## src/hdl/rscb_pkg.sv

```systemverilog
// Shared types and constants for the rectangle shape coverage and blend block.
// No dependencies; every other file of the block imports this package.
package rscb_pkg;

    // Field widths fixed by the pixel and register formats
    localparam int CHAN_W     = 8;
    localparam int NUM_CHAN   = 3;
    localparam int OUT_DATA_W = NUM_CHAN * CHAN_W;
    localparam int SPAN_W     = 15;
    localparam int RAD_W      = 16;
    localparam int SQ_W       = 2 * RAD_W;
    localparam int COLOR_W    = 32;
    localparam int CFG_IDX_W  = 4;
    localparam int CFG_DATA_W = 32;
    // Smallest geometry width that holds a span grown by half a stroke on each side
    localparam int GEO_MIN_W  = 17;

    // Blend constants
    localparam logic [CHAN_W-1:0] CHAN_MAX   = 8'd255;
    localparam logic [CHAN_W-1:0] BLEND_BIAS = 8'd127;

    // Cycles the derived geometry needs after reset or a register write
    localparam logic [1:0] SETTLE_CYCLES = 2'd3;

    // Register indexes
    typedef enum logic [CFG_IDX_W-1:0] {
        REG_RECT_LEFT     = 4'd0,
        REG_RECT_TOP      = 4'd1,
        REG_RECT_SPAN_X   = 4'd2,
        REG_RECT_SPAN_Y   = 4'd3,
        REG_CORNER_RADIUS = 4'd4,
        REG_STROKE_WIDTH  = 4'd5,
        REG_FILL_COLOR    = 4'd6,
        REG_SHAPE_MODE    = 4'd7
    } t_cfg_reg;

    // Shape modes
    typedef enum logic [1:0] {
        MODE_FILL_RECT    = 2'd0,
        MODE_STROKE_RECT  = 2'd1,
        MODE_FILL_ROUND   = 2'd2,
        MODE_STROKE_ROUND = 2'd3
    } t_shape_mode;

    // Per-stage advance enables of the pixel pipeline
    typedef struct packed {
        logic s1;
        logic s2;
        logic s3;
        logic s4;
    } t_pipe_en;

    // Status of the derived geometry
    typedef struct packed {
        logic busy;      // geometry still settling
        logic draw_en;   // alpha nonzero and stroke width usable
        logic inner_en;  // a nonempty inner shape is cut out
    } t_geo_stat;

    // Width of the signed geometry arithmetic for a given coordinate width
    function automatic int f_geo_w(input int coord_bits);
        return ((coord_bits > GEO_MIN_W) ? coord_bits : GEO_MIN_W) + 2;
    endfunction

endpackage

```

## src/hdl/rscb_cfg.sv

```systemverilog
// Configuration registers and the three-stage setup pipeline that derives the
// outer and inner box edges, core bounds and squared radii. Uses rscb_pkg.
module rscb_cfg #(
    parameter int COORD_BITS = 16,
    localparam int GEO_W = rscb_pkg::f_geo_w(COORD_BITS)
) (
    input  logic                                  i_clk,
    input  logic                                  i_rst_n,
    input  logic                                  i_wr,
    input  logic [rscb_pkg::CFG_IDX_W-1:0]        i_wr_index,
    input  logic [rscb_pkg::CFG_DATA_W-1:0]       i_wr_data,
    // outer box
    output logic signed [GEO_W-1:0]               o_ox0,
    output logic signed [GEO_W-1:0]               o_ox1,
    output logic signed [GEO_W-1:0]               o_oy0,
    output logic signed [GEO_W-1:0]               o_oy1,
    output logic signed [GEO_W-1:0]               o_ocx0,
    output logic signed [GEO_W-1:0]               o_ocx1,
    output logic signed [GEO_W-1:0]               o_ocy0,
    output logic signed [GEO_W-1:0]               o_ocy1,
    output logic [rscb_pkg::SQ_W-1:0]             o_orad2,
    // inner box
    output logic signed [GEO_W-1:0]               o_ix0,
    output logic signed [GEO_W-1:0]               o_ix1,
    output logic signed [GEO_W-1:0]               o_iy0,
    output logic signed [GEO_W-1:0]               o_iy1,
    output logic signed [GEO_W-1:0]               o_icx0,
    output logic signed [GEO_W-1:0]               o_icx1,
    output logic signed [GEO_W-1:0]               o_icy0,
    output logic signed [GEO_W-1:0]               o_icy1,
    output logic [rscb_pkg::SQ_W-1:0]             o_irad2,
    output logic [rscb_pkg::COLOR_W-1:0]          o_color,
    output rscb_pkg::t_geo_stat                   o_stat
);
    import rscb_pkg::*;

    // Register file
    logic signed [COORD_BITS-1:0] r_rect_left;
    logic signed [COORD_BITS-1:0] r_rect_top;
    logic [SPAN_W-1:0]            r_span_x;
    logic [SPAN_W-1:0]            r_span_y;
    logic [RAD_W-1:0]             r_radius;
    logic [RAD_W-1:0]             r_stroke;
    logic [COLOR_W-1:0]           r_color;
    t_shape_mode                  r_mode;
    logic [1:0]                   r_settle;

    // Setup stage 1
    logic signed [GEO_W-1:0] w_x, w_y, w_w, w_h, w_g, w_i;
    logic [RAD_W-1:0]        w_inset;
    logic                    w_stroke_mode;
    logic [RAD_W:0]          n_oreq;
    logic [RAD_W-1:0]        n_ireq;
    logic signed [GEO_W-1:0] r1_ox0, r1_ox1, r1_oy0, r1_oy1;
    logic signed [GEO_W-1:0] r1_ix0, r1_ix1, r1_iy0, r1_iy1;
    logic signed [GEO_W-1:0] r1_ow, r1_oh, r1_iw, r1_ih;
    logic [RAD_W:0]          r1_oreq;
    logic [RAD_W-1:0]        r1_ireq;
    logic                    r1_apply;
    logic                    r1_enable;

    // Setup stage 2
    logic signed [GEO_W-1:0] w_omin, w_imin;
    logic [RAD_W-1:0]        w_ohalf;
    logic [RAD_W-2:0]        w_ihalf;
    logic [RAD_W-1:0]        n_orad, n_irad;
    logic                    n_ivalid;
    logic [RAD_W-1:0]        r2_orad, r2_irad;
    logic                    r2_ivalid;
    logic                    r2_enable;

    // Setup stage 3
    logic signed [GEO_W-1:0] r3_ocx0, r3_ocx1, r3_ocy0, r3_ocy1;
    logic signed [GEO_W-1:0] r3_icx0, r3_icx1, r3_icy0, r3_icy1;
    logic [SQ_W-1:0]         r3_orad2, r3_irad2;

    // Take register writes and restart the settle count
    always_ff @(posedge i_clk) begin
        if (!i_rst_n) begin
            r_rect_left <= '0;
            r_rect_top  <= '0;
            r_span_x    <= '0;
            r_span_y    <= '0;
            r_radius    <= '0;
            r_stroke    <= RAD_W'(1);
            r_color     <= '0;
            r_mode      <= MODE_FILL_RECT;
            r_settle    <= SETTLE_CYCLES;
        end else begin
            if (i_wr) begin
                r_settle <= SETTLE_CYCLES;
                case (i_wr_index)
                    REG_RECT_LEFT:     r_rect_left <= $signed(i_wr_data[COORD_BITS-1:0]);
                    REG_RECT_TOP:      r_rect_top  <= $signed(i_wr_data[COORD_BITS-1:0]);
                    REG_RECT_SPAN_X:   r_span_x    <= i_wr_data[SPAN_W-1:0];
                    REG_RECT_SPAN_Y:   r_span_y    <= i_wr_data[SPAN_W-1:0];
                    REG_CORNER_RADIUS: r_radius    <= i_wr_data[RAD_W-1:0];
                    REG_STROKE_WIDTH:  r_stroke    <= i_wr_data[RAD_W-1:0];
                    REG_FILL_COLOR:    r_color     <= i_wr_data[COLOR_W-1:0];
                    REG_SHAPE_MODE:    r_mode      <= t_shape_mode'(i_wr_data[1:0]);
                    default: ;
                endcase
            end else if (r_settle != '0) begin
                r_settle <= r_settle - 2'd1;
            end
        end
    end

    // Stage 1: outer edges grown by half the stroke in stroke modes, inner edges shrunk by the rest
    always_comb begin
        w_stroke_mode = (r_mode == MODE_STROKE_RECT) || (r_mode == MODE_STROKE_ROUND);
        w_inset = r_stroke - RAD_W'(r_stroke[RAD_W-1:1]);
        w_x = GEO_W'(r_rect_left);
        w_y = GEO_W'(r_rect_top);
        w_w = $signed(GEO_W'(r_span_x));
        w_h = $signed(GEO_W'(r_span_y));
        w_g = w_stroke_mode ? $signed(GEO_W'(r_stroke[RAD_W-1:1])) : '0;
        w_i = $signed(GEO_W'(w_inset));
        case (r_mode)
            MODE_FILL_ROUND:   n_oreq = (RAD_W+1)'(r_radius);
            MODE_STROKE_ROUND: n_oreq = (RAD_W+1)'(r_radius) + (RAD_W+1)'(r_stroke[RAD_W-1:1]);
            default:           n_oreq = '0;
        endcase
        if ((r_mode == MODE_STROKE_ROUND) && (r_radius > w_inset)) begin
            n_ireq = r_radius - w_inset;
        end else begin
            n_ireq = '0;
        end
    end

    always_ff @(posedge i_clk) begin
        r1_ox0    <= w_x - w_g;
        r1_ox1    <= w_x + w_w + w_g;
        r1_oy0    <= w_y - w_g;
        r1_oy1    <= w_y + w_h + w_g;
        r1_ix0    <= w_x + w_i;
        r1_ix1    <= w_x + w_w - w_i;
        r1_iy0    <= w_y + w_i;
        r1_iy1    <= w_y + w_h - w_i;
        r1_ow     <= w_w + w_g + w_g;
        r1_oh     <= w_h + w_g + w_g;
        r1_iw     <= w_w - w_i - w_i;
        r1_ih     <= w_h - w_i - w_i;
        r1_oreq   <= n_oreq;
        r1_ireq   <= n_ireq;
        r1_apply  <= w_stroke_mode;
        r1_enable <= (r_color[CHAN_W-1:0] != '0) && !(w_stroke_mode && (r_stroke == '0));
    end

    // Stage 2: clamp each radius to half the shorter side of its box
    always_comb begin
        w_omin   = (r1_ow < r1_oh) ? r1_ow : r1_oh;
        w_imin   = (r1_iw < r1_ih) ? r1_iw : r1_ih;
        w_ohalf  = w_omin[RAD_W:1];
        w_ihalf  = w_imin[RAD_W-1:1];
        n_orad   = (r1_oreq < {1'b0, w_ohalf}) ? r1_oreq[RAD_W-1:0] : w_ohalf;
        n_irad   = (r1_ireq < {1'b0, w_ihalf}) ? r1_ireq : {1'b0, w_ihalf};
        n_ivalid = r1_apply && (r1_iw > 0) && (r1_ih > 0);
    end

    always_ff @(posedge i_clk) begin
        r2_orad   <= n_orad;
        r2_irad   <= n_irad;
        r2_ivalid <= n_ivalid;
        r2_enable <= r1_enable;
    end

    // Stage 3: straight-edge core bounds and squared radii
    always_ff @(posedge i_clk) begin
        r3_ocx0  <= r1_ox0 + $signed(GEO_W'(r2_orad));
        r3_ocx1  <= r1_ox1 - $signed(GEO_W'(r2_orad));
        r3_ocy0  <= r1_oy0 + $signed(GEO_W'(r2_orad));
        r3_ocy1  <= r1_oy1 - $signed(GEO_W'(r2_orad));
        r3_icx0  <= r1_ix0 + $signed(GEO_W'(r2_irad));
        r3_icx1  <= r1_ix1 - $signed(GEO_W'(r2_irad));
        r3_icy0  <= r1_iy0 + $signed(GEO_W'(r2_irad));
        r3_icy1  <= r1_iy1 - $signed(GEO_W'(r2_irad));
        r3_orad2 <= r2_orad * r2_orad;
        r3_irad2 <= r2_irad * r2_irad;
    end

    // Drive geometry
    assign o_ox0  = r1_ox0;
    assign o_ox1  = r1_ox1;
    assign o_oy0  = r1_oy0;
    assign o_oy1  = r1_oy1;
    assign o_ocx0 = r3_ocx0;
    assign o_ocx1 = r3_ocx1;
    assign o_ocy0 = r3_ocy0;
    assign o_ocy1 = r3_ocy1;
    assign o_orad2 = r3_orad2;
    assign o_ix0  = r1_ix0;
    assign o_ix1  = r1_ix1;
    assign o_iy0  = r1_iy0;
    assign o_iy1  = r1_iy1;
    assign o_icx0 = r3_icx0;
    assign o_icx1 = r3_icx1;
    assign o_icy0 = r3_icy0;
    assign o_icy1 = r3_icy1;
    assign o_irad2 = r3_irad2;
    assign o_color = r_color;
    assign o_stat.busy     = (r_settle != '0);
    assign o_stat.draw_en  = r2_enable;
    assign o_stat.inner_en = r2_ivalid;

endmodule

```

## config.mk

```make
export PLATFORM = sky130hd
export DESIGN_NAME = rscb_cfg
export DESIGN_NICKNAME = d
export VERILOG_FILES = /design/src/hdl/rscb_pkg.sv /design/src/hdl/rscb_cfg.sv
export SDC_FILE = /design/constraint.sdc
export NUM_CORES = 2
export LEC_CHECK = 0
export ABC_AREA = 1
export BUFFER_PORTS_ARGS = -buffer_cell sky130_fd_sc_hd__buf_2
export CAP_MARGIN = 20
export CORE_AREA = 2 2 307 369
export CTS_BUF_LIST = sky130_fd_sc_hd__clkbuf_8 sky130_fd_sc_hd__clkbuf_16
export DETAILED_ROUTE_END_ITERATION = 7
export DIE_AREA = 0 0 309 371
export PLACE_DENSITY = 0.65
export SYNTH_ARGS = -nofsm -noshare
export SYNTH_HDL_FRONTEND = slang
export SYNTH_SLANG_ARGS = --single-unit
```

## constraint.sdc

```tcl
create_clock -name i_clk -period 5.9 [get_ports i_clk]
set_clock_uncertainty 0.1 [all_clocks]
set_input_delay 0.295 -clock i_clk [delete_from_list [all_inputs] [get_ports i_clk]]
set_output_delay 0.295 -clock i_clk [all_outputs]
set_load 0.1 [all_outputs]
```

==> flow_metrics.env <==
export IMPL_status="finished clean"
export IMPL_synth_seq_area_share_pct=25.2
export IMPL_drv_slew=0
export IMPL_cellPowerDensity_mw_per_mm2=350
export IMPL_crit_end="o_orad2[29]"
export IMPL_ys_ff_latch=623
export IMPL_cts_buffers=69
export IMPL_fmax_mhz=175
export IMPL_post_drt_wl_per_cell_um=19.7
export IMPL_core_mm2=0.111
export IMPL_viasPerCell=5.16
export IMPL_worst_pin_slew_ns=1.05
export IMPL_p_comb_share_pct=49.2
export IMPL_antenna_found_initial=3
export IMPL_postSynthCellCount=6086
export IMPL_synth_top_area_share_pct=25.2
export IMPL_switching_share_pct=50.6
export IMPL_yosys_most_used_dff="dfxtp_1"
export IMPL_clockRootBuffer="clkbuf_16"
export IMPL_fin_crit_ns=5.72
export IMPL_die_h_um=371
export IMPL_synth_most_common_cell="inv_1"
export IMPL_critPathRequiredTime_ns=6.37
export IMPL_fin_area_mm2=0.0573
export IMPL_clock_latency_ns=0.68
export IMPL_maxSlewHeadroom_pct=30.0
export IMPL_vias=42300
export IMPL_finalCritPeriodShare_pct=97.0
export IMPL_hold_path_class="input pin to register"
export IMPL_grt_use_total_pct=28.1
export IMPL_synth_area_mm2=0.0496
export IMPL_worstReg2RegEnd="o_orad2[29]"
export IMPL_dieWidth_um=309
export IMPL_io_pins=442
export IMPL_rsz0062_at_grt="yes"
export IMPL_clock_tree_buffer_depth=3
export IMPL_area_delta_synth_final_pct=15.5
export IMPL_grt_pass1_vias=42100
export IMPL_leakage_nw=32.2
export IMPL_criticalPathCategory="register to register"
export IMPL_cap_violations=0
export IMPL_dpl_instance_area_mm2=0.0543
export IMPL_synth_top_area_cell="dfxtp_1"
export IMPL_synth_edf_count=0
export IMPL_grt_overflow=0
export IMPL_p_sw_mw=10.1
export IMPL_io_buffers=439
export IMPL_sequentialPowerShare_pct=27.7
export IMPL_dieArea_mm2=0.115
export IMPL_r2r_slack_ns=0.18
export IMPL_ir_drop_mv=0.657
export IMPL_grt_start_max_net_pins=112
export IMPL_h_tree_depth=3
export IMPL_drtAntennaViolNets=0
export IMPL_wl_mm=162
export IMPL_async_reset_ff_share_pct=0
export IMPL_dp_hpwl_mm=137
export IMPL_crit_path_end_kind="register"
export IMPL_fin_nets=7741
export IMPL_whs_ns=0.110
export IMPL_clock_power_share_pct=23.1
export IMPL_crit_start="r2_orad[7]"
export IMPL_cts_tree="done"
export IMPL_post_route_cells_drive_above_1_share_pct=11.6
export IMPL_r2r_cells=22
export IMPL_clkTransAtPathRegs_ns=0.06
export IMPL_rows=134
export IMPL_synth_area_leaders="dfxtp_1 25%, ha_1 17%, fa_1 14%"
export IMPL_critPathLaunchType="register"
export IMPL_grt_pass1_wl_mm=243
export IMPL_gp_congestion=0.978
export IMPL_cts_sinks=623
export IMPL_drt_iter0_markers=2648
export IMPL_hold_viol_final=0
export IMPL_drc=0
export IMPL_yosys_cell_types_count=56
export IMPL_arrival_ns=6.19
export IMPL_drt_first_pass_iters=8
export IMPL_critPathMaxFanout=18
export IMPL_r2r_start="r2_orad[7]"
export IMPL_ys_top_cells_by_count="1140 x inv_1, 981 x nand2_1, 692 x ha_1"
export IMPL_syn_avg_cell_area_um2=8.15
export IMPL_start_util_pct=44.7
export IMPL_finalSetupViolations=0
export IMPL_ys_warn_count=0
export IMPL_p_int_mw=9.91
-- power groups by stage --
stage	Sequential [mW]	Combinational (mW)	Clock, mW
2_1_floorplan	9.44	3.65	0
3_3_place_gp	5.64	9.75	0
3_5_place_dp	5.63	9.80	0
4_1_cts	5.55	9.86	4.73
5_1_grt	5.59	10.6	4.89
6_report	5.56	9.87	4.63
-- metal layers --
metal / share of wire [%] / vias up / GRT usage, %
met5: 0 / - / 0
met4: 6.4 / 0 / 16.3
met3: 5.3 / 356 / 3.66
met2: 47 / 1244 / 47.8
met1: 41 / 20100 / 33.9
li1: - / 20600 / -
-- worst min-delay path by stage --
stage	startpoint	endpoint	slack (ns)	cells past startpoint
4_1_cts	i_wr_index[2]	r_stroke[0]	0.05	6
3_3_place_gp	r1_enable	r2_enable	0.21	0
5_1_grt	i_wr_index[2]	r_mode[0]	0.19	7
6_report	i_wr_index[2]	r_stroke[0]	0.11	6
3_5_place_dp	r1_enable	r2_enable	0.22	0
2_1_floorplan	r1_enable	r2_enable	0.21	0
-- cell usage in the layout (no fill, tap or decap), types with 24 or more instances in the layout --
| cell | count |
|---|---|
| nand3_1 | 124 |
| a21o_1 | 27 |
| buf_2 | 439 |
| nor3_1 | 47 |
| o21bai_1 | 24 |
| dfxtp_1 | 600 |
| o21ai_1 | 46 |
| xor2_1 | 311 |
| dlygate4sd3_1 | 45 |
| o21ai_0 | 325 |
| clkbuf_16 | 69 |
| a21boi_1 | 28 |
| buf_4 | 144 |
| nand4_1 | 26 |
| ha_1 | 692 |
| nand2_1 | 981 |
| a31oi_1 | 34 |
| nor2_1 | 326 |
| a21oi_1 | 520 |
| xnor2_1 | 132 |
| fa_1 | 351 |
| inv_1 | 1151 |
-- critical path, cell delays in order (launching register included) --
cell and delay, ns:
dfxtp_1 0.36, buf_12 0.17, inv_1 0.09, fa_1 0.48, inv_1 0.06, fa_1 0.53
inv_1 0.06, fa_1 0.48, inv_1 0.05, fa_1 0.50, fa_1 0.55, inv_1 0.06
fa_1 0.52, inv_1 0.04, ha_1 0.35, nand2_1 0.14, nor4_2 0.36, a21oi_4 0.13
o21bai_2 0.19, nand2_1 0.08, nand2_1 0.10, a21oi_1 0.09, xnor2_1 0.12
-- repair_timing --
| action | 4_1_cts | 5_1_grt |
|---|---|---|
| hold buffers | 45 | 0 |
| hold endpoints to repair | 130 | 0 |
| pin swaps | 0 | 2 |
| buffers inserted | 0 | 1 |
| endpoints found under the setup margin | 2 | 24 |
| gates resized for setup | 5 | 40 |
-- final cells by class --
cell class	instances	area, um2
repair buffers	635	3840
clock inverters	45	551
flip-flops and latches	623	12500
inverters	1141	4280
well taps	1496	1870
clock buffers	78	1850
fillers	10600	53700
diodes	2	5.00
multi-input cells	4189	32400
-- logic make-up (layout without fill, tap and decap cells) --
family,count (synthesis),count (layout),share of synthesized area (%)
other cells,1,5,0.00756
simple gates,1556,1556,12.7
buf+inv,1276,1899,9.82
fa+ha+maj,1043,1043,31.6
compound gates,1136,1136,12.7
flops,623,623,25.2
xor+xnor,451,451,7.98
-- flip-flops by register name, indices dropped and copies added (netlist names), 19 cells and up --
register / count
o_irad2: 31
o_icx0: 19
o_ocx1: 19
o_icy1: 19
o_color: 32
o_orad2: 31
o_ocy1: 19
o_icy0: 19
o_icx1: 19
-- per-stage QoR --
stage / cells / utilization, % / total power, mW / setup WS [ns] / TNS, ns
after floorplan: 6088 / - / 13.1 / 0.0306 / 0
after global placement: 8037 / 48.9 / 15.4 / 0.0491 / 0
after detailed placement: 8037 / 48.9 / 15.4 / -0.0121 / -0.0195
after CTS: 8205 / 51.5 / 20.1 / 0.00492 / 0
after global routing: 8207 / 51.6 / 21.0 / -0.0540 / -0.0616
final: 8209 / 51.6 / 20.1 / 0.176 / 0
Note: power is estimated with default switching activity, not from simulation.
