===== config.mk =====
export PLATFORM = sky130hd
export DESIGN_NAME = rscb_blend
export DESIGN_NICKNAME = d
export VERILOG_FILES = /design/src/hdl/rscb_pkg.sv /design/src/hdl/rscb_blend.sv
export SDC_FILE = /design/constraint.sdc
export NUM_CORES = 1
export LEC_CHECK = 0
export ABC_AREA = 0
export BUFFER_PORTS_ARGS = -buffer_cell sky130_fd_sc_hd__buf_2
export CAP_MARGIN = 40
export CORE_MARGIN = 2
export CORE_UTILIZATION = 59
export CTS_BUF_LIST = sky130_fd_sc_hd__clkbuf_8
export CTS_CLUSTER_SIZE = 30
export DETAILED_ROUTE_END_ITERATION = 16
export PLACE_DENSITY = 0.8
export SLEW_MARGIN = 15
export SYNTH_ARGS = -nofsm -noshare
export SYNTH_HDL_FRONTEND = slang
export SYNTH_SLANG_ARGS = --single-unit

===== constraint.sdc =====
create_clock -name i_clk -period 6.5 [get_ports i_clk]
set_input_delay 1.95 -clock i_clk [delete_from_list [all_inputs] [get_ports i_clk]]
set_output_delay 1.95 -clock i_clk [all_outputs]
set_load 0.01 [all_outputs]

===== src/hdl/rscb_pkg.sv =====
// Shared types and constants for the rectangle shape coverage and blend block.
// No dependencies; every other file of the block imports this package.
package rscb_pkg;

    // Field widths fixed by the pixel and register formats
    localparam int CHAN_W     = 8;
    localparam int NUM_CHAN   = 3;
    localparam int OUT_DATA_W = NUM_CHAN * CHAN_W;
    localparam int SPAN_W     = 15;
    localparam int RAD_W      = 16;
    localparam int SQ_W       = 2 * RAD_W;
    localparam int COLOR_W    = 32;
    localparam int CFG_IDX_W  = 4;
    localparam int CFG_DATA_W = 32;
    // Smallest geometry width that holds a span grown by half a stroke on each side
    localparam int GEO_MIN_W  = 17;

    // Blend constants
    localparam logic [CHAN_W-1:0] CHAN_MAX   = 8'd255;
    localparam logic [CHAN_W-1:0] BLEND_BIAS = 8'd127;

    // Cycles the derived geometry needs after reset or a register write
    localparam logic [1:0] SETTLE_CYCLES = 2'd3;

    // Register indexes
    typedef enum logic [CFG_IDX_W-1:0] {
        REG_RECT_LEFT     = 4'd0,
        REG_RECT_TOP      = 4'd1,
        REG_RECT_SPAN_X   = 4'd2,
        REG_RECT_SPAN_Y   = 4'd3,
        REG_CORNER_RADIUS = 4'd4,
        REG_STROKE_WIDTH  = 4'd5,
        REG_FILL_COLOR    = 4'd6,
        REG_SHAPE_MODE    = 4'd7
    } t_cfg_reg;

    // Shape modes
    typedef enum logic [1:0] {
        MODE_FILL_RECT    = 2'd0,
        MODE_STROKE_RECT  = 2'd1,
        MODE_FILL_ROUND   = 2'd2,
        MODE_STROKE_ROUND = 2'd3
    } t_shape_mode;

    // Per-stage advance enables of the pixel pipeline
    typedef struct packed {
        logic s1;
        logic s2;
        logic s3;
        logic s4;
    } t_pipe_en;

    // Status of the derived geometry
    typedef struct packed {
        logic busy;      // geometry still settling
        logic draw_en;   // alpha nonzero and stroke width usable
        logic inner_en;  // a nonempty inner shape is cut out
    } t_geo_stat;

    // Width of the signed geometry arithmetic for a given coordinate width
    function automatic int f_geo_w(input int coord_bits);
        return ((coord_bits > GEO_MIN_W) ? coord_bits : GEO_MIN_W) + 2;
    endfunction

endpackage


===== src/hdl/rscb_blend.sv =====
// Three-stage alpha blend of the fill color over the destination RGB with
// rounding, division by 255 done by reciprocal shift. Uses rscb_pkg.
module rscb_blend (
    input  logic                                                i_clk,
    input  rscb_pkg::t_pipe_en                                  i_en,
    input  logic [rscb_pkg::COLOR_W-1:0]                        i_color,
    input  logic [rscb_pkg::NUM_CHAN-1:0][rscb_pkg::CHAN_W-1:0] i_dst,
    output logic [rscb_pkg::NUM_CHAN-1:0][rscb_pkg::CHAN_W-1:0] o_mix,
    output logic [rscb_pkg::NUM_CHAN-1:0][rscb_pkg::CHAN_W-1:0] o_dst
);
    import rscb_pkg::*;

    localparam int PROD_W = 2 * CHAN_W;

    logic [NUM_CHAN-1:0][CHAN_W-1:0] w_src;
    logic [CHAN_W-1:0]               w_alpha;
    logic [CHAN_W-1:0]               w_inv_alpha;
    logic [NUM_CHAN-1:0][PROD_W-1:0] w_quot;

    logic [NUM_CHAN-1:0][PROD_W-1:0] r1_sa, r1_da;
    logic [NUM_CHAN-1:0][CHAN_W-1:0] r1_dst;
    logic [NUM_CHAN-1:0][PROD_W-1:0] r2_sum;
    logic [NUM_CHAN-1:0][CHAN_W-1:0] r2_dst;
    logic [NUM_CHAN-1:0][CHAN_W-1:0] r3_mix;
    logic [NUM_CHAN-1:0][CHAN_W-1:0] r3_dst;

    // Unpack color: red in the top byte, alpha in the bottom byte
    always_comb begin
        for (int c = 0; c < NUM_CHAN; c++) begin
            w_src[c] = i_color[COLOR_W-1-CHAN_W*c -: CHAN_W];
        end
        w_alpha     = i_color[CHAN_W-1:0];
        w_inv_alpha = CHAN_MAX - w_alpha;
    end

    // Stage 1: weight source and destination
    always_ff @(posedge i_clk) begin
        if (i_en.s1) begin
            for (int c = 0; c < NUM_CHAN; c++) begin
                r1_sa[c] <= w_src[c] * w_alpha;
                r1_da[c] <= i_dst[c] * w_inv_alpha;
            end
            r1_dst <= i_dst;
        end
    end

    // Stage 2: sum with rounding bias; stays below 2^16
    always_ff @(posedge i_clk) begin
        if (i_en.s2) begin
            for (int c = 0; c < NUM_CHAN; c++) begin
                r2_sum[c] <= PROD_W'((PROD_W+1)'(r1_sa[c]) + (PROD_W+1)'(r1_da[c]) +
                                     (PROD_W+1)'(BLEND_BIAS));
            end
            r2_dst <= r1_dst;
        end
    end

    // Stage 3: divide by 255 as (x + x/256 + 1) / 256, exact over the sum range
    always_comb begin
        for (int c = 0; c < NUM_CHAN; c++) begin
            w_quot[c] = r2_sum[c] + PROD_W'(r2_sum[c][PROD_W-1:CHAN_W]) + PROD_W'(1);
        end
    end

    always_ff @(posedge i_clk) begin
        if (i_en.s3) begin
            for (int c = 0; c < NUM_CHAN; c++) begin
                r3_mix[c] <= w_quot[c][PROD_W-1:CHAN_W];
            end
            r3_dst <= r2_dst;
        end
    end

    assign o_mix = r3_mix;
    assign o_dst = r3_dst;

endmodule


==> key figures, run 1 <==
Outcome
  – Status: finished clean

Drt
  – Routed wire length: 47360 um
  – DRT Pass-1 Iters: 5
  – DRT antenna net count: 0
  – DR iter-0 viols: 847
  – Routed vias: 16.32k
  – Drt wl/cell: 15.89 um
  – Residual DRC count: 0
  – Vias per cell: 5.475

Timing
  – Final worst setup slack: 0.6687 ns
  – Slew HR: 0.4788
  – Fin. max-slew vios: 0
  – Fin crit period: 5.831 ns
  – Setup Skew: 0.01859 ns
  – Final Cycle Share: 0.8971
  – Final hold violation count: 0
  – Measured slew at the worst slew-check pin: 0.7817 ns
  – WHS: 0.4150 ns
  – RSZ-0062 raised after global routing: no
  – Total negative slack: 0 ns
  – FMAX: 171.5 MHz
  – Setup Viol. Count Final: 0

Logic synthesis
  – Fraction of the mapped netlist area in adder cells: 0.3545
  – Post-Syn Area: 0.02380 mm2
  – YS warnings: 0
  – Largest area contributor in the netlist: edfxtp_1
  – Synth Area per Inst: 10.52 um2
  – Synth Area in Compound Gates: 0.07722
  – Share of the synthesized area in the top cell type: 0.3028
  – Ys flop type: edfxtp_1
  – FFs w/ async S/R, synth: 0
  – Number of enable flip-flop cells after synthesis: 240
  – Post-synthesis xor/xnor area fraction: 0.04268
  – Cells after synthesis: 2262
  – Simple-Gate Fraction of Synth Area: 0.1492
  – Largest family of logic cells by synthesized area: adder cells
  – Post-synthesis mux area share: 0.001262
  – Synth area leaders: edfxtp_1 (30%), fa_1 (18%), ha_1 (17%), inv_1 (6.6%), nor2b_1 (4.6%)
  – Synth cell types: 58
  – Sequential share of the synthesized area: 0.3028
  – Syn nets: 2866
  – Register bit total from synthesis: 240

Critical path
  – Buf/Inv on CP: 6
  – Crit path DAT: 6.20 ns
  – Critical path's top delay family: adder cells
  – Reg-to-reg startpoint: r1_sa[1]$_DFFE_PP_
  – Max stage delay on crit path: 0.55 ns
  – Startpoint Class: input pin
  – CP Capture Type: register
  – CP cell instances: buf_2, buf_4, nand2_1, fa_1, fa_1, inv_1, fa_1, inv_1, fa_1, inv_1, ha_1, o21ai_0, a21oi_1, o41ai_2, buf_4, nor2_1, a311oi_1
  – Crit-path slowest cell: fa_1
  – CP Launch Point: i_color[2]
  – Setup Crit Path Kind: input pin to register
  – WP data required: 6.87 ns
  – Crit-path most repeated cell: fa_1
  – CP max FO: 14

Finish
  – Final instance area: 0.02618 mm2
  – Layout cell share with drive strength beyond 1: 0.09572
  – Final core occ: 0.6588
  – Final layout net count: 3028
  – Synthesis-to-layout area growth: 9.966%
  – Most frequent cells in the layout: inv_1 (420), ha_1 (324), edfxtp_1 (240)
  – Commonest non-fill, non-tap cell in the layout: inv_1

GRT
  – GR Overflow Total: 0
  – First-pass GRT wire length: 80770 um
  – Vias in the first global route: 17.28k
  – Total track usage: 0.2386
  – Initial antenna violation count: 1
  – Largest net degree at the start of global routing: 67

CTS
  – CTS tree: done
  – Total clock buffers created by CTS: 42
  – CTS Sinks: 240
  – Clk Latency, worst-skew pair: 0.61 ns
  – Root buffer cell: clkbuf_8
  – Max Root-Sink Buffers: 3
  – Hold Buf Count CTS: 0
  – H-tree levels: 2
  – Clk slew on worst S/H paths: 0.05 ns
  – Resize count post-CTS: 0
  – Postcts setup bufs: 0

Power
  – Comb pwr share: 0.594
  – Leakage: 12.46 nW
  – Psw: 4.341 mW
  – Clock network power share: 0.136
  – Switching part of the total: 0.4096
  – Reg power frac: 0.270
  – Pwr Density: 404.9 mW/mm2
  – Internal power: 6.257 mW
  – Peak supply drop: 0.0002719 V

Floorplanning
  – Row count: 73
  – Die Ht: 204.9 um
  – Die Area: 0.04197 mm2
  – IO Pins: 109
  – Initial Utilization: 0.5991
  – Die width: 204.9 um
  – Core Region: 0.03973 mm2

Worst hold path
  – Hold Path Class: register to register
  – Hold path startpoint: r2_dst[13]$_DFFE_PP_

Placed design
  – Worst slack, placed: 0.1071 ns
  – DP HPWL: 36850 um
  – RePlAce Congestion: 0.8551
  – # port buffers: 107
  – Placed inst area: 0.02530 mm2

Job
  – Max_cap viols: 0
## metal layers
layer  track usage  up-vias  share of wire
met3       0.03723       78          0.046
met1        0.2935     8118           0.41
met2        0.4260      352           0.51
li1              -     7774              -
met5             0        -              0
met4       0.08273        0          0.029
## sequential cells by signal, summed over array words and instances (netlist names)
| signal | count |
|---|---|
| r2_dst | 24 |
| r1_da | 48 |
| o_mix | 24 |
| r1_dst | 24 |
| r1_sa | 48 |
| r2_sum | 48 |
| o_dst | 24 |
## path summary, 6_finish.rpt
kind | endpoint | slack, ns | depth (start not counted)
hold reg to reg | o_dst[13]$_DFFE_PP_ | 0.42 | 0
hold / removal | o_dst[13]$_DFFE_PP_ | 0.42 | 0
setup / recovery | r1_sa[47]$_DFFE_PP_ | 0.67 | 17
setup reg to reg | r2_sum[15]$_DFFE_PP_ | 3.56 | 12
## per-stage QoR
step                cells  power, mW
floorplan            2262      7.609
global placement     2903      8.875
detailed placement   2904      9.125
CTS                  2979      10.67
global route         2981      11.62
finish               2981      10.60
## area by class of cell
class / count / area (um2)
multi-input combinational: 1563 / 14870
fill: 2994 / 13560
sequential: 240 / 7207
inverter: 417 / 1565
timing repair buffer: 160 / 1021
tap: 525 / 656.9
clock buffer: 45 / 619.3
clock inverter: 30 / 230.2
antenna: 1 / 2.502
## worst reg2reg max path: stages (launching register included)
cell      delay, ns
edfxtp_1       0.41
inv_1          0.08
ha_1           0.22
inv_1          0.05
ha_1           0.21
inv_1          0.09
fa_1           0.46
nor2b_1        0.20
o31ai_2        0.10
a21oi_1        0.32
o31ai_2        0.13
mux2i_1        0.13
a221o_1        0.27
## power groups by stage
stage	Clock (mW)	Sequential [mW]	Combinational [mW]
final	1.44	2.86	6.30
after global routing	1.53	2.90	7.18
after floorplan	0	2.82	4.79
after detailed placement	0	2.89	6.24
after CTS	1.47	2.87	6.33
after global placement	0	2.88	6.00
## synth_stat cells (all sizes together) (38+ instances only)
cell type  instances
a21oi             74
and2             152
clkbuf            42
edfxtp           240
fa               219
ha               324
inv              417
nand2             79
nand2b            61
nor2              73
nor2b            174
nor3              38
o21ai             53
xnor2             93
## cells by family after synthesis
kind of cell / count (synthesis)
AND/OR/NAND/NOR: 637
adder cells (fa/ha/maj): 543
buffers and inverters: 459
AO/OA/AOI/OAI: 264
flip-flops: 240
XOR/XNOR: 116
multiplexers: 3
No activity file was read; power rests on OpenSTA's default activity.
==> inputs of run 2 (changes only) <==
- BUFFER_PORTS_ARGS: -buffer_cell sky130_fd_sc_hd__buf_2 -> -buffer_cell sky130_fd_sc_hd__buf_4
==> run 2 against run 1 <==
Against the previous run: die area unchanged; cell area grew 0.20%; register-to-register slack got worse by 0.04 ns; total power is 1.1% higher; critical path depth decreased by 2; via count decreased by 0.21%; non-clock buffer count decreased by 24; first-iteration DRC count shrank 4.5%; fmax is 1.4% lower; hold slack gained 0.00062 ns; critical path type unchanged; largest cell class unchanged; highest routed layer unchanged.
==> key figures, run 2 (synthesized netlist as in run 1, its figures left out) <==
Timing
  – Setup Viol. Count Final: 0 (unchanged)
  – Final worst setup slack: 0.5838 ns (-0.08495 ns)
  – Final Cycle Share: 0.9102 (+0.01307)
  – FMAX: 169.0 MHz (-1.4%)
  – Final hold violation count: 0 (unchanged)
  – Slew HR: 0.4459 (-0.03293)
  – Fin. max-slew vios: 0 (unchanged)
  – Fin crit period: 5.916 ns (+0.08495 ns)
  – Total negative slack: 0 ns (unchanged)
  – RSZ-0062 raised after global routing: no
  – Measured slew at the worst slew-check pin: 0.8311 ns (+0.04939 ns)
  – Setup Skew: 0.01614 ns (-0.002451 ns)

CTS
  – Max Root-Sink Buffers: 3 (unchanged)
  – Hold Buf Count CTS: 0 (unchanged)
  – Root buffer cell: clkbuf_8
  – CTS Sinks: 240 (unchanged)
  – Clk slew on worst S/H paths: 0.06 ns (about the same)
  – Resize count post-CTS: 0 (unchanged)
  – Clk Latency, worst-skew pair: 0.58 ns (-0.03 ns)
  – Total clock buffers created by CTS: 42 (unchanged)
  – CTS tree: done
  – H-tree levels: 2 (unchanged)
  – Postcts setup bufs: 0 (unchanged)

Job
  – Max_cap viols: 0 (unchanged)

Critical path
  – Worst r2r path cells: 12 (unchanged)
  – CP Capture Type: register
  – Reg2reg end: r2_sum[15]$_DFFE_PP_
  – Crit path DAT: 6.26 ns (+0.06 ns)
  – R2R setup slack: 3.52 ns (-0.04 ns)
  – Reg-to-reg startpoint: r1_sa[1]$_DFFE_PP_
  – Startpoint Class: input pin
  – CP Launch Point: i_color[2]
  – WP data required: 6.84 ns (-0.03 ns)
  – Setup Crit Path Kind: input pin to register
  – Crit path to: r1_sa[29]$_DFFE_PP_
  – CP max FO: 30 (+16)

Finish
  – Top flop regs: r1_da: 48 flops, r1_sa: 48 flops, r2_sum: 48 flops
  – Layout cell share with drive strength beyond 1: 0.08844 (-0.007282)
  – Most frequent cells in the layout: inv_1 (424), ha_1 (324), edfxtp_1 (240)
  – Commonest non-fill, non-tap cell in the layout: inv_1
  – Synthesis-to-layout area growth: 10.19%
  – N_diodes: 0 (-1)
  – Final layout net count: 3004 (-0.79%)

Floorplanning
  – Die Ht: 204.9 um (unchanged)
  – IO Pins: 109 (unchanged)
  – Die Area: 0.04197 mm2 (unchanged)
  – Row count: 73 (unchanged)
  – Core Region: 0.03973 mm2 (unchanged)
  – Initial Utilization: 0.5991 (unchanged)
  – Die width: 204.9 um (unchanged)

Drt
  – DRT antenna net count: 0 (unchanged)
  – Routed wire length: 47770 um (+0.87%)
  – DR iter-0 viols: 809 (-4.5%)
  – Drt wl/cell: 16.16 um (+1.7%)
  – DRT Pass-1 Iters: 7 (+2)
  – Residual DRC count: 0 (unchanged)
  – Vias per cell: 5.510 (+0.63%)
  – Routed vias: 16.29k (-0.21%)

Power
  – Pwr Density: 408.6 mW/mm2 (+0.92%)
  – Leakage: 12.44 nW (-0.15%)
  – Peak supply drop: 0.0002459 V (-9.6%)

Worst hold path
  – Hold Path Class: register to register

GRT
  – Routing usage on met2: 0.4348 (+0.008808)
  – Total track usage: 0.2412 (+0.002647)
  – GRT busiest layer: met2
  – Met3 usage: 0.02911 (-0.008113)
  – First-pass GRT wire length: 82080 um (+1.6%)
  – Vias in the first global route: 17.48k (+1.1%)
  – GR Overflow Total: 0 (unchanged)
  – Initial antenna violation count: 0 (-1)
  – GRT met1 Usage: 0.3012 (+0.007737)
  – Largest net degree at the start of global routing: 65 (-3.0%)

Outcome
  – Status: finished clean

Placed design
  – DP HPWL: 36300 um (-1.5%)
  – # port buffers: 107 (unchanged)
  – Worst slack, placed: 0.03151 ns (-0.07559 ns)
  – RePlAce Congestion: 0.8474 (-0.90%)
## run 2: cell types whose count changed in the layout (fill, tap and decap cells not counted)
cell / change
buf_16: -1
buf_2: -105
bufinv_16: +2
clkinvlp_4: +2
buf_12: -4
clkbuf_8: -2
inv_1: +4
buf_4: +86
clkinv_2: +2
clkinv_1: -8
diode_2: -1
## run 2: metal layers
| layer | routed length (um) | up-vias |
|---|---|---|
| met5 | 0 | - |
| met4 | 1288 | 0 |
| met3 | 1950 | 88 |
| met2 | 24700 | 350 |
| met1 | 19830 | 8117 |
| li1 | - | 7732 |
## run 2: report_power, final
| part | switching, mW | leakage (nW) | internal (mW) |
|---|---|---|---|
| Combinational | 3.46 | 9.61 | 2.85 |
| Sequential | 0.269 | 2.34 | 2.61 |
| Clock | 0.666 | 0.486 | 0.860 |
## run 2: per-stage QoR
step / instances / hold slack (ns) / area [um2] / total power, mW / utilization
2_1_floorplan: 2262 / 0.4003 / 23800 / 7.609 / -
3_3_place_gp: 2880 / 0.4007 / 25320 / 8.853 / 0.6372
3_5_place_dp: 2881 / 0.4045 / 25340 / 9.147 / 0.6377
4_1_cts: 2956 / 0.4152 / 26230 / 10.78 / 0.6601
5_1_grt: 2956 / 0.4254 / 26230 / 11.73 / 0.6601
6_report: 2956 / 0.4157 / 26230 / 10.72 / 0.6601
## run 2: layout make-up
type                       count  area [um2]
fill                        3011       13500
multi-input combinational   1563       14870
timing repair buffer         136        1033
inverter                     417        1565
sequential                   240        7207
tap                          525       656.9
clock buffer                  43       591.8
clock inverter                32       300.3
## run 2: how the worst min path moves through the flow
stage          depth (start not counted)  slack [ns]                   end                  from
3_5_place_dp                           0        0.40   o_dst[22]$_DFFE_PP_  r2_dst[22]$_DFFE_PP_
3_3_place_gp                           0        0.40  r2_dst[18]$_DFFE_PP_  r1_dst[18]$_DFFE_PP_
2_1_floorplan                          0        0.40    o_dst[0]$_DFFE_PP_   r2_dst[0]$_DFFE_PP_
6_report                               0        0.42   r2_dst[3]$_DFFE_PP_   r1_dst[3]$_DFFE_PP_
4_1_cts                                0        0.42    o_dst[8]$_DFFE_PP_   r2_dst[8]$_DFFE_PP_
5_1_grt                                0        0.43  r2_dst[12]$_DFFE_PP_  r1_dst[12]$_DFFE_PP_
## run 2: critical path: stages
cell,delay [ns]
buf_4,0.38
nand2_1,0.15
fa_1,0.54
fa_1,0.56
inv_1,0.05
fa_1,0.48
inv_1,0.05
fa_1,0.48
inv_1,0.05
ha_1,0.32
o21ai_0,0.25
a21oi_1,0.12
o41ai_4,0.25
or4b_1,0.46
o311ai_0,0.14
==> inputs of run 3 (changes only) <==
- CORE_UTILIZATION: 59 -> 58
- CTS_BUF_LIST: sky130_fd_sc_hd__clkbuf_8 -> unset
- PLACE_DENSITY: 0.8 -> 0.79
==> run 3 against run 2 <==
Against the previous run: routed wire length is 2.0% lower; clock skew is 0.0058 ns lower; clock power hardly changed; non-clock buffer count is 2 higher; critical path type unchanged; cell area is 0.21% higher; total power hardly changed; critical path depth is 1 higher; fmax is 1.3% higher; setup slack better by 0.075 ns; register-to-register slack better by 0.06 ns; critical endpoint is now r1_da[14]$_DFFE_PP_; global-route usage is 1.2 points lower.
==> key figures, run 3 (synthesized netlist as in run 1, its figures left out) <==
Outcome
  – Status: finished clean

Finish
  – Final core occ: 0.6466 (-0.01353)
  – Most frequent cells in the layout: inv_1 (417), ha_1 (324), edfxtp_1 (240)
  – Synthesis-to-layout area growth: 10.41%
  – Non-Filler Instances: 2937 (-0.64%)
  – Fillers: 3099 (+2.9%)
  – N_diodes: 0 (unchanged)
  – Layout cell share with drive strength beyond 1: 0.08067 (-0.007776)
  – Commonest non-fill, non-tap cell in the layout: inv_1
  – Top flop regs: r1_da: 48 flops, r1_sa: 48 flops, r2_sum: 48 flops
  – Final layout net count: 2991 (-0.43%)

Critical path
  – Reg-to-reg startpoint: r1_sa[1]$_DFFE_PP_
  – Startpoint Class: input pin
  – Reg2reg end: r2_sum[15]$_DFFE_PP_
  – CP max FO: 31 (+3.3%)
  – Crit path DAT: 6.14 ns (-0.12 ns)
  – R2R setup slack: 3.58 ns (+0.06 ns)
  – WP data required: 6.79 ns (-0.05 ns)
  – Setup Crit Path Kind: input pin to register
  – Worst r2r path cells: 12 (unchanged)
  – CP Capture Type: register

Timing
  – Final hold violation count: 0 (unchanged)
  – Fin crit period: 5.842 ns (-0.07463 ns)
  – Final Cycle Share: 0.8987 (-0.01148)
  – Measured slew at the worst slew-check pin: 0.8166 ns (-0.01452 ns)
  – FMAX: 171.2 MHz (+1.3%)
  – Setup Viol. Count Final: 0 (unchanged)
  – Slew HR: 0.4556 (+0.009679)
  – Setup Skew: 0.01037 ns (-0.005767 ns)
  – Fin. max-slew vios: 0 (unchanged)
  – RSZ-0062 raised after global routing: no
  – Total negative slack: 0 ns (unchanged)

Drt
  – Routed wire length: 46790 um (-2.0%)
  – Routed vias: 16.14k (-0.91%)
  – DRT Pass-1 Iters: 5 (-2)
  – Vias per cell: 5.495 (-0.27%)
  – DR iter-0 viols: 784 (-3.1%)
  – Drt wl/cell: 15.93 um (-1.4%)
  – DRT antenna net count: 0 (unchanged)
  – Residual DRC count: 0 (unchanged)

CTS
  – Hold Buf Count CTS: 0 (unchanged)
  – Postcts setup bufs: 0 (unchanged)
  – Clk slew on worst S/H paths: 0.06 ns (about the same)
  – CTS Sinks: 240 (unchanged)
  – Total clock buffers created by CTS: 27 (-36%)
  – Resize count post-CTS: 0 (unchanged)
  – Max Root-Sink Buffers: 3 (unchanged)
  – Clk Latency, worst-skew pair: 0.56 ns (-0.02 ns)
  – H-tree levels: 1 (-1)
  – Root buffer cell: clkbuf_16
  – CTS tree: done

Worst hold path
  – Hold-critical path depth: 0 (unchanged)
  – Hold Path Class: register to register
  – Min-Delay Endpoint: r2_dst[10]$_DFFE_PP_
  – Hold path startpoint: r1_dst[10]$_DFFE_PP_

Floorplanning
  – Die width: 206.6 um (+0.84%)
  – Die Ht: 206.6 um (+0.84%)
  – Core Region: 0.04065 mm2 (+2.3%)
  – Initial Utilization: 0.5856 (-0.01348)
  – IO Pins: 109 (unchanged)
  – Die Area: 0.04268 mm2 (+1.7%)
  – Row count: 74 (+1.4%)

Job
  – Max_cap viols: 0 (unchanged)

Placed design
  – # port buffers: 107 (unchanged)
  – DP HPWL: 35920 um (-1.0%)
  – Total placed cells including tap cells: 2889 (+0.28%)
  – RePlAce Congestion: 0.8509 (+0.41%)

GRT
  – Total track usage: 0.2295 (-0.01172)
  – Vias in the first global route: 17.10k (-2.1%)
  – GR Overflow Total: 0 (unchanged)
  – Initial antenna violation count: 0 (unchanged)
  – First-pass GRT wire length: 79770 um (-2.8%)
  – Largest net degree at the start of global routing: 64 (-1.5%)

Power
  – Leakage: 12.40 nW (-0.31%)
  – Pwr Density: 407.4 mW/mm2 (-0.29%)
  – Peak supply drop: 0.0002533 V (+3.0%)
-- run 3: power by group --
part / total [mW] / internal [mW] / switching (mW)
clock network: 1.56 / 0.918 / 0.639
logic: 6.28 / 2.85 / 3.43
registers: 2.87 / 2.61 / 0.265
-- run 3: worst max-delay path, stage by stage --
cell      delay [ns]
buf_4           0.24
nand2b_1        0.23
fa_1            0.51
fa_1            0.55
inv_1           0.06
fa_1            0.48
inv_1           0.05
fa_1            0.49
inv_1           0.05
ha_1            0.31
o21ai_0         0.25
nand2b_1        0.09
a31oi_1         0.32
nor2_1          0.10
a211oi_1        0.33
xnor2_1         0.11
-- run 3: worst max path at each step --
| stage | from | to | slack, ns | depth (start not counted) |
|---|---|---|---|---|
| 3_5_place_dp | i_color[2] | r1_sa[46]$_DFFE_PP_ | 0.15 | 16 |
| 2_1_floorplan | i_color[5] | r1_sa[29]$_DFFE_PP_ | 0.23 | 16 |
| 5_1_grt | i_color[3] | r1_da[14]$_DFFE_PP_ | 0.47 | 16 |
| 4_1_cts | i_color[2] | r1_da[14]$_DFFE_PP_ | 0.71 | 16 |
| 6_report | i_color[2] | r1_da[14]$_DFFE_PP_ | 0.66 | 16 |
| 3_3_place_gp | i_color[3] | r1_da[13]$_DFFE_PP_ | 0.19 | 15 |
-- run 3: metal layers --
metal,part of all wire,track usage,up-vias
li1,-,-,7691
met1,0.42,0.2861,8065
met2,0.51,0.4247,307
met3,0.038,0.02229,76
met4,0.025,0.06148,0
met5,0,0,-
-- run 3: layout make-up --
| type | instances | area [um2] | share of cell area |
|---|---|---|---|
| multi-input combinational | 1563 | 14870 | 0.5659 |
| sequential | 240 | 7207 | 0.2742 |
| inverter | 417 | 1565 | 0.05956 |
| timing repair buffer | 138 | 1081 | 0.04113 |
| clock buffer | 29 | 683.2 | 0.02599 |
| tap | 532 | 665.6 | 0.02533 |
| clock inverter | 18 | 206.4 | 0.007855 |
-- run 3: metrics by stage --
stage | hold slack (ns) | power, mW | setup slack, ns | cell area [um2]
2_1_floorplan | 0.4003 | 7.609 | 0.2340 | 23800
3_3_place_gp | 0.4006 | 8.848 | 0.1856 | 25340
3_5_place_dp | 0.4045 | 9.119 | 0.1549 | 25360
4_1_cts | 0.4079 | 10.77 | 0.7070 | 26250
5_1_grt | 0.4183 | 11.72 | 0.4734 | 26280
6_report | 0.4092 | 10.71 | 0.6584 | 26280
